<file path="src/rtl/psum_pkg.sv">
// ----------------------------------------------------------------------------
// psum_pkg
// Control word, status and microprogram of the prime sum sequencer.
// ----------------------------------------------------------------------------
`default_nettype none

package psum_pkg;

  localparam int unsigned SUM_W = 28;
  localparam int unsigned UPC_W = 4;

  typedef logic [UPC_W-1:0] upc_t;

  // datapath operations
  typedef enum logic [3:0] {
    OP_LOAD,
    OP_NOP,
    OP_CLEAR,
    OP_SETP2,
    OP_MINIT,
    OP_MARK,
    OP_PINC,
    OP_ACC,
    OP_DONE
  } op_e;

  // jump conditions
  typedef enum logic [2:0] {
    C_NONE,
    C_ALWAYS,
    C_NSTART,
    C_NLT2,
    C_SQGT,
    C_MARKED,
    C_MLE,
    C_PNE
  } cond_e;

  typedef struct packed {
    op_e   op;
    cond_e cond;
    upc_t  target;
  } ctrl_t;

  typedef struct packed {
    logic n_lt2;    // limit below two
    logic sq_gt_n;  // p*p beyond limit
    logic marked;   // sieve bit read for p
    logic m_le;     // m + p still within limit
    logic p_ne;     // p not yet at limit
  } stat_t;

  // microprogram step addresses
  localparam upc_t S_IDLE   = 4'd0;
  localparam upc_t S_CHK    = 4'd1;
  localparam upc_t S_CLEAR  = 4'd2;
  localparam upc_t S_SIEVE  = 4'd3;
  localparam upc_t S_TESTP  = 4'd4;
  localparam upc_t S_MINIT  = 4'd5;
  localparam upc_t S_MARK   = 4'd6;
  localparam upc_t S_NEXTP  = 4'd7;
  localparam upc_t S_SUMINI = 4'd8;
  localparam upc_t S_SUMRD  = 4'd9;
  localparam upc_t S_SUMACC = 4'd10;
  localparam upc_t S_DONE   = 4'd11;

  function automatic ctrl_t ucode(upc_t a);
    ctrl_t w;
    begin
      unique case (a)
        S_IDLE:   w = '{op: OP_LOAD,  cond: C_NSTART, target: S_IDLE};
        S_CHK:    w = '{op: OP_NOP,   cond: C_NLT2,   target: S_DONE};
        S_CLEAR:  w = '{op: OP_CLEAR, cond: C_PNE,    target: S_CLEAR};
        S_SIEVE:  w = '{op: OP_SETP2, cond: C_NONE,   target: S_IDLE};
        S_TESTP:  w = '{op: OP_NOP,   cond: C_SQGT,   target: S_SUMINI};
        S_MINIT:  w = '{op: OP_MINIT, cond: C_MARKED, target: S_NEXTP};
        S_MARK:   w = '{op: OP_MARK,  cond: C_MLE,    target: S_MARK};
        S_NEXTP:  w = '{op: OP_PINC,  cond: C_ALWAYS, target: S_TESTP};
        S_SUMINI: w = '{op: OP_SETP2, cond: C_NONE,   target: S_IDLE};
        S_SUMRD:  w = '{op: OP_NOP,   cond: C_NONE,   target: S_IDLE};
        S_SUMACC: w = '{op: OP_ACC,   cond: C_PNE,    target: S_SUMRD};
        S_DONE:   w = '{op: OP_DONE,  cond: C_ALWAYS, target: S_IDLE};
        default:  w = '{op: OP_NOP,   cond: C_ALWAYS, target: S_IDLE};
      endcase
      return w;
    end
  endfunction

endpackage

`default_nettype wire

</file>
<file path="src/rtl/psum_seq.sv">
// ----------------------------------------------------------------------------
// psum_seq
// Step counter with conditional jumps; fetches the control word from the ROM.
// ----------------------------------------------------------------------------
`default_nettype none

module psum_seq (
  input  wire logic            clk_i,
  input  wire logic            rst_ni,
  input  wire logic            start_i,
  input  wire psum_pkg::stat_t stat_i,
  output psum_pkg::ctrl_t      ctrl_o,
  output logic                 busy_o
);
  import psum_pkg::*;

  upc_t  upc_q, upc_d;
  ctrl_t w;
  logic  take;

  always_comb begin
    w = ucode(upc_q);
    unique case (w.cond)
      C_NONE:   take = 1'b0;
      C_ALWAYS: take = 1'b1;
      C_NSTART: take = !start_i;
      C_NLT2:   take = stat_i.n_lt2;
      C_SQGT:   take = stat_i.sq_gt_n;
      C_MARKED: take = stat_i.marked;
      C_MLE:    take = stat_i.m_le;
      C_PNE:    take = stat_i.p_ne;
      default:  take = 1'b0;
    endcase
    upc_d = take ? w.target : upc_q + upc_t'(1);
  end

  always_ff @(posedge clk_i or negedge rst_ni) begin
    if (!rst_ni) begin
      upc_q <= S_IDLE;
    end else begin
      upc_q <= upc_d;
    end
  end

  assign ctrl_o = w;
  assign busy_o = (upc_q != S_IDLE);

endmodule

`default_nettype wire

</file>
<file path="config.mk">
export PLATFORM = sky130hd
export DESIGN_NAME = psum_seq
export DESIGN_NICKNAME = d
export VERILOG_FILES = /design/src/rtl/psum_pkg.sv /design/src/rtl/psum_seq.sv
export SDC_FILE = /design/constraint.sdc
export NUM_CORES = 1
export LEC_CHECK = 0
export BUFFER_PORTS_ARGS = -buffer_cell sky130_fd_sc_hd__clkbuf_2
export CAP_MARGIN = 15
export CORE_AREA = 2 2 39 41
export DETAILED_ROUTE_END_ITERATION = 10
export DIE_AREA = 0 0 41 43
export PLACE_DENSITY = 0.74
export SLEW_MARGIN = 25
export SYNTH_ARGS = -nofsm -noshare
export SYNTH_HDL_FRONTEND = slang
export SYNTH_SLANG_ARGS = --single-unit
</file>
<file path="constraint.sdc">
create_clock -name clk_i -period 3.02 [get_ports clk_i]
set_clock_uncertainty 0.05 [all_clocks]
set_input_delay 0.151 -clock clk_i [delete_from_list [all_inputs] [get_ports clk_i]]
set_output_delay 0.151 -clock clk_i [all_outputs]
set_load 0.02 [all_outputs]
</file>
# --- Yosys cells after proc, flatten, opt, wreduce, memory -nomap -nowiden ---
# Memories as Yosys holds them, arrays and structs flattened.
# Cells that the tools add are included.
word_totals:
  register_bits: 4
  latchBits: 0
  ramBits: 0
  romBits: 176
  word_cells: 15
  mem_count: 1
memory_table:
  columns: ["memory", "depth", "width", "read_ports", "rd_clocked_by_memory_dff", "write_ports", "line", "rtl"]
  rows:
  - ["(name not given)", 16, 11, 1, 0, 0, "psum_pkg.sv:70", "unique case (a)"]
classes:
  n_addsub: 1
  multipliers: 0
  div: 0
  n_lt_le_gt_ge: 0
  n_eq_ne: 7
  shift: 0
  mux: 2
  n_bitwise: 0
  n_reduce_logical: 3
op_table:
  columns: ["operator", "n"]
  rows:
  - ["3-bit equality test, second input constant", 4]
  - ["1-bit one-hot mux with 8 select lines", 1]
  - ["3-bit by 2-bit equality test with 1-bit output, second input constant", 2]
  - ["4-bit by 1-bit adder with 4-bit output, second input constant", 1]
  - ["4-bit two-way mux", 1]
  - ["4-bit nonzero test", 1]
  - ["3-bit by 1-bit equality test with 1-bit output, second input constant", 1]
  - ["3-bit zero test", 1]
  - ["1-bit zero test", 1]

# --- Logic depth before layout (Yosys ltp) ---
# An unclocked memory read counts as a cell.
depth:
  word_depth: 4
  mapped_depth: 8
  mapped_depth_nobuf: 8

# --- Least setup slack after synthesis ---
# No wires, ideal clock.
synth_path:
  path_type: "register to register"
  from: "reg upc_q[1]"
  to: "reg upc_q[0]"
  setup_ns: 0.125
  arrival_time_ns: 2.222
  setup_slack_ns: 0.623
  stages_incl_launch_ff: 9
  cell_sequence: "dfrtp_1 -> inv_1 -> ha_1 -> mux2_2 -> mux2i_1 -> mux2_2 -> o21ai_0 -> a221o_1 -> mux2_4"
synth_between:
  elab_chain_cells: 4
synth_rtl:
  columns: ["item", "line", "rtl"]
  rows:
  - ["start, declared", "psum_seq.sv:17", "upc_t upc_q, upc_d;"]
  - ["start signal, assigned", "psum_seq.sv:41", "upc_q <= upc_d;"]
  - ["memory read 16 x 11 bit (*)", null, null]
  - ["3-bit equality test (tied with other cells)", "psum_seq.sv:23", "unique case (w.cond)"]
  - ["1-bit one-hot mux with 8 select lines", "psum_seq.sv:23", null]
  - ["4-bit two-way mux (*)", "psum_seq.sv:34", "upc_d = take ? w.target : upc_q + upc_t'(1);"]
  - ["via upc_d[0]", "psum_seq.sv:17", null]
# Mark *: on every way through the listed nets, which the timed path passes. The rest lies on a longest branch.

# --- Worst setup path after layout ---
# Ends and elaborated chain as after synthesis.

==> out/results.tsv <==
metric	value	unit
drc	0	
synth_seq_cells	4	
syn_area	537	um^2
status	finished clean	
drtPass1Iterations	4	
use_met1	16.7	%
startpoint	upc_q[1]	
grt_pass1_wl	1.66	mm
area_delta_synth_final	25.2	%
yosys.area.top_type_share	18.6	%
netlist_instances	62	
critical_path.top_delay_family	multiplexers	
antenna_cells	0	
fmax	382	MHz
final_layout_size_suffix_gt1_share	36.1	%
die_area	0.00176	mm^2
htreeDepth	1	
max_slew_margin	75.6	%
cts_num_sinks	4	
worst_slew_pin_slew	0.367	ns
syn_avg_cell_area	8.66	um^2
crit_required	3.08	ns
top_regs	upc_q (4)	
max-clock-path-buffers	2	
final.min_clock_period	2.62	ns
maxCapViolCount	0	
core	0.00138	mm^2
timing.rr.start	upc_q[1]	
use_met2	22.2	%
hold_violations	0	
use_met3	3.66	%
antenna_found_initial	0	
endpoint	upc_q[0]	
worstPathArrival	2.68	ns
slowest_stage	dfrtp_1	
final-instance-count-excl-fill	99	
path_class	flip-flop to flip-flop	
fp.dieW	41	um
clock-root-buffer	clkbuf_4	
dp_slack	0.380	ns
dpl_cell_area	639	um^2
vias_per_cell	5.08	
rr_worst_depth	8	
final-setup-viol-count	0	
vias	503	
path_clk_slew	0.04	ns
port_buffers	19	
die_height	43	um
initial_core_util	38.8	%
worstSetupStartpointType	flip-flop	
largest-register	upc_q	
drt-initial-drc-count	11	
rows	14	
worstPathCellList	inv_1, ha_1, mux2_2, mux2i_1, mux2_2, o21ai_0, a221o_1, mux2_4	
place_congestion	0.739	
rsz0062_at_grt	no	
cp_max_fo	10	
reg2reg_slack	0.40	ns
maxSlewViolCount	0	
overflow	0	
numCtsBuffers	3	
setup_ws	0.403	ns
wl_per_cell	10.9	um
r2r_end	upc_q[0]	
stdcell_area	672	um^2
grt_pass1_vias	427	
crit_path_end_kind	flip-flop	
min_period_over_period	86.6	%
place_inst	95	
routed_wl	1.08	mm
grt_max_degree	12	
clock_latency	0.24	ns
synth.area.top_cells	dfrtp_1 (19%), ha_1 (16%), mux2i_1 (11%)	
yosys.area.top_type	dfrtp_1	
ys_types	26	
ios	20	
nets	100	
hold_class	input port to async pin	
cp.depth	8	
grt_util_all_layers	13.4	%
ant_nets	0	
tritoncts	built	
largest_reg_flops	4	
dp_hpwl	885	um
timing.setup.tns	0	ns
crit_top_cell	mux2_2	
max_stage_delay	0.52	ns
top_usage_layer	met2	
crit_buf_inv	1	
synth-seq-area-share	18.6	%
yosysWarnings	0	
synth_nets	77	
metrics by stage:
stage          hold WS, ns  util [%]
2_1_floorplan       -0.195         -
3_3_place_gp       -0.0912      46.2
3_5_place_dp       -0.0901      46.2
4_1_cts              0.197      48.6
5_1_grt              0.220      48.6
6_report             0.202      48.6
kinds of logic (layout without fill, tap and decap cells):
family                   count (synthesis)  in the layout  synth area share (%)
AO/OA/AOI/OAI                           11             11                  14.2
XOR/XNOR                                 1              1                  1.63
adder cells (fa/ha/maj)                  7              7                  16.3
buffers and inverters                   11             32                  9.32
flip-flops                               4              4                  18.6
multiplexers                            11             11                  23.1
AND/OR/NAND/NOR                         17             17                  16.8
area by class of cell:
cell class	count	area (um^2)
timing repair buffer	21	113
tap	16	20.0
inverter	8	30.0
multi-input combinational	47	387
sequential	4	100
clock buffer	3	22.5
fill	135	712
synth_stat cells, drive strengths merged:
cell type and number:
a21boi 1, a221o 1, a31oi 1, and2 1, and3 1, buf 3, dfrtp 4, ha 7
inv 8, mux2 5, mux2i 6, nand2 4, nand3 2, nand3b 1, nand4b 1, nor2 4
nor2b 1, o21a 2, o21ai 6, or3 1, or3b 1, xnor2 1
metal layers:
metal  share of wire [%]  vias up  wire, um
met4                   0        0         0
met2                  49       25       530
met5                   0        -         0
met1                  40      220       438
li1                    -      258         -
met3                  11        0       114
timing repair:
item,4_1_cts,5_1_grt
buffers inserted,0,0
endpoints found under the hold margin,4,0
hold buffers,1,0
resized for setup,0,0
cell usage in the layout (no fill, tap or decap), types with 2 or more instances in the layout:
cell type,instances
inv_1,8
clkbuf_2,19
o21a_1,2
nand3_1,2
o21ai_0,4
mux2_2,3
mux2_4,2
mux2i_1,6
o21ai_2,2
clkbuf_4,3
nor2_1,4
nand2_1,4
dfrtp_1,4
ha_1,7
worst min-delay path by stage:
stage / startpoint / endpoint / slack, ns / cells after the start
floorplan: rst_ni / upc_q[0] / -0.19 / 0
global placement: rst_ni / upc_q[3] / -0.09 / 1
detailed placement: rst_ni / upc_q[3] / -0.09 / 1
CTS: rst_ni / upc_q[3] / 0.20 / 2
global route: rst_ni / upc_q[3] / 0.22 / 2
finish: rst_ni / upc_q[3] / 0.20 / 2
Power is not shown: default switching activity piles up to over one toggle a cycle in this logic, so the estimate is an artifact.
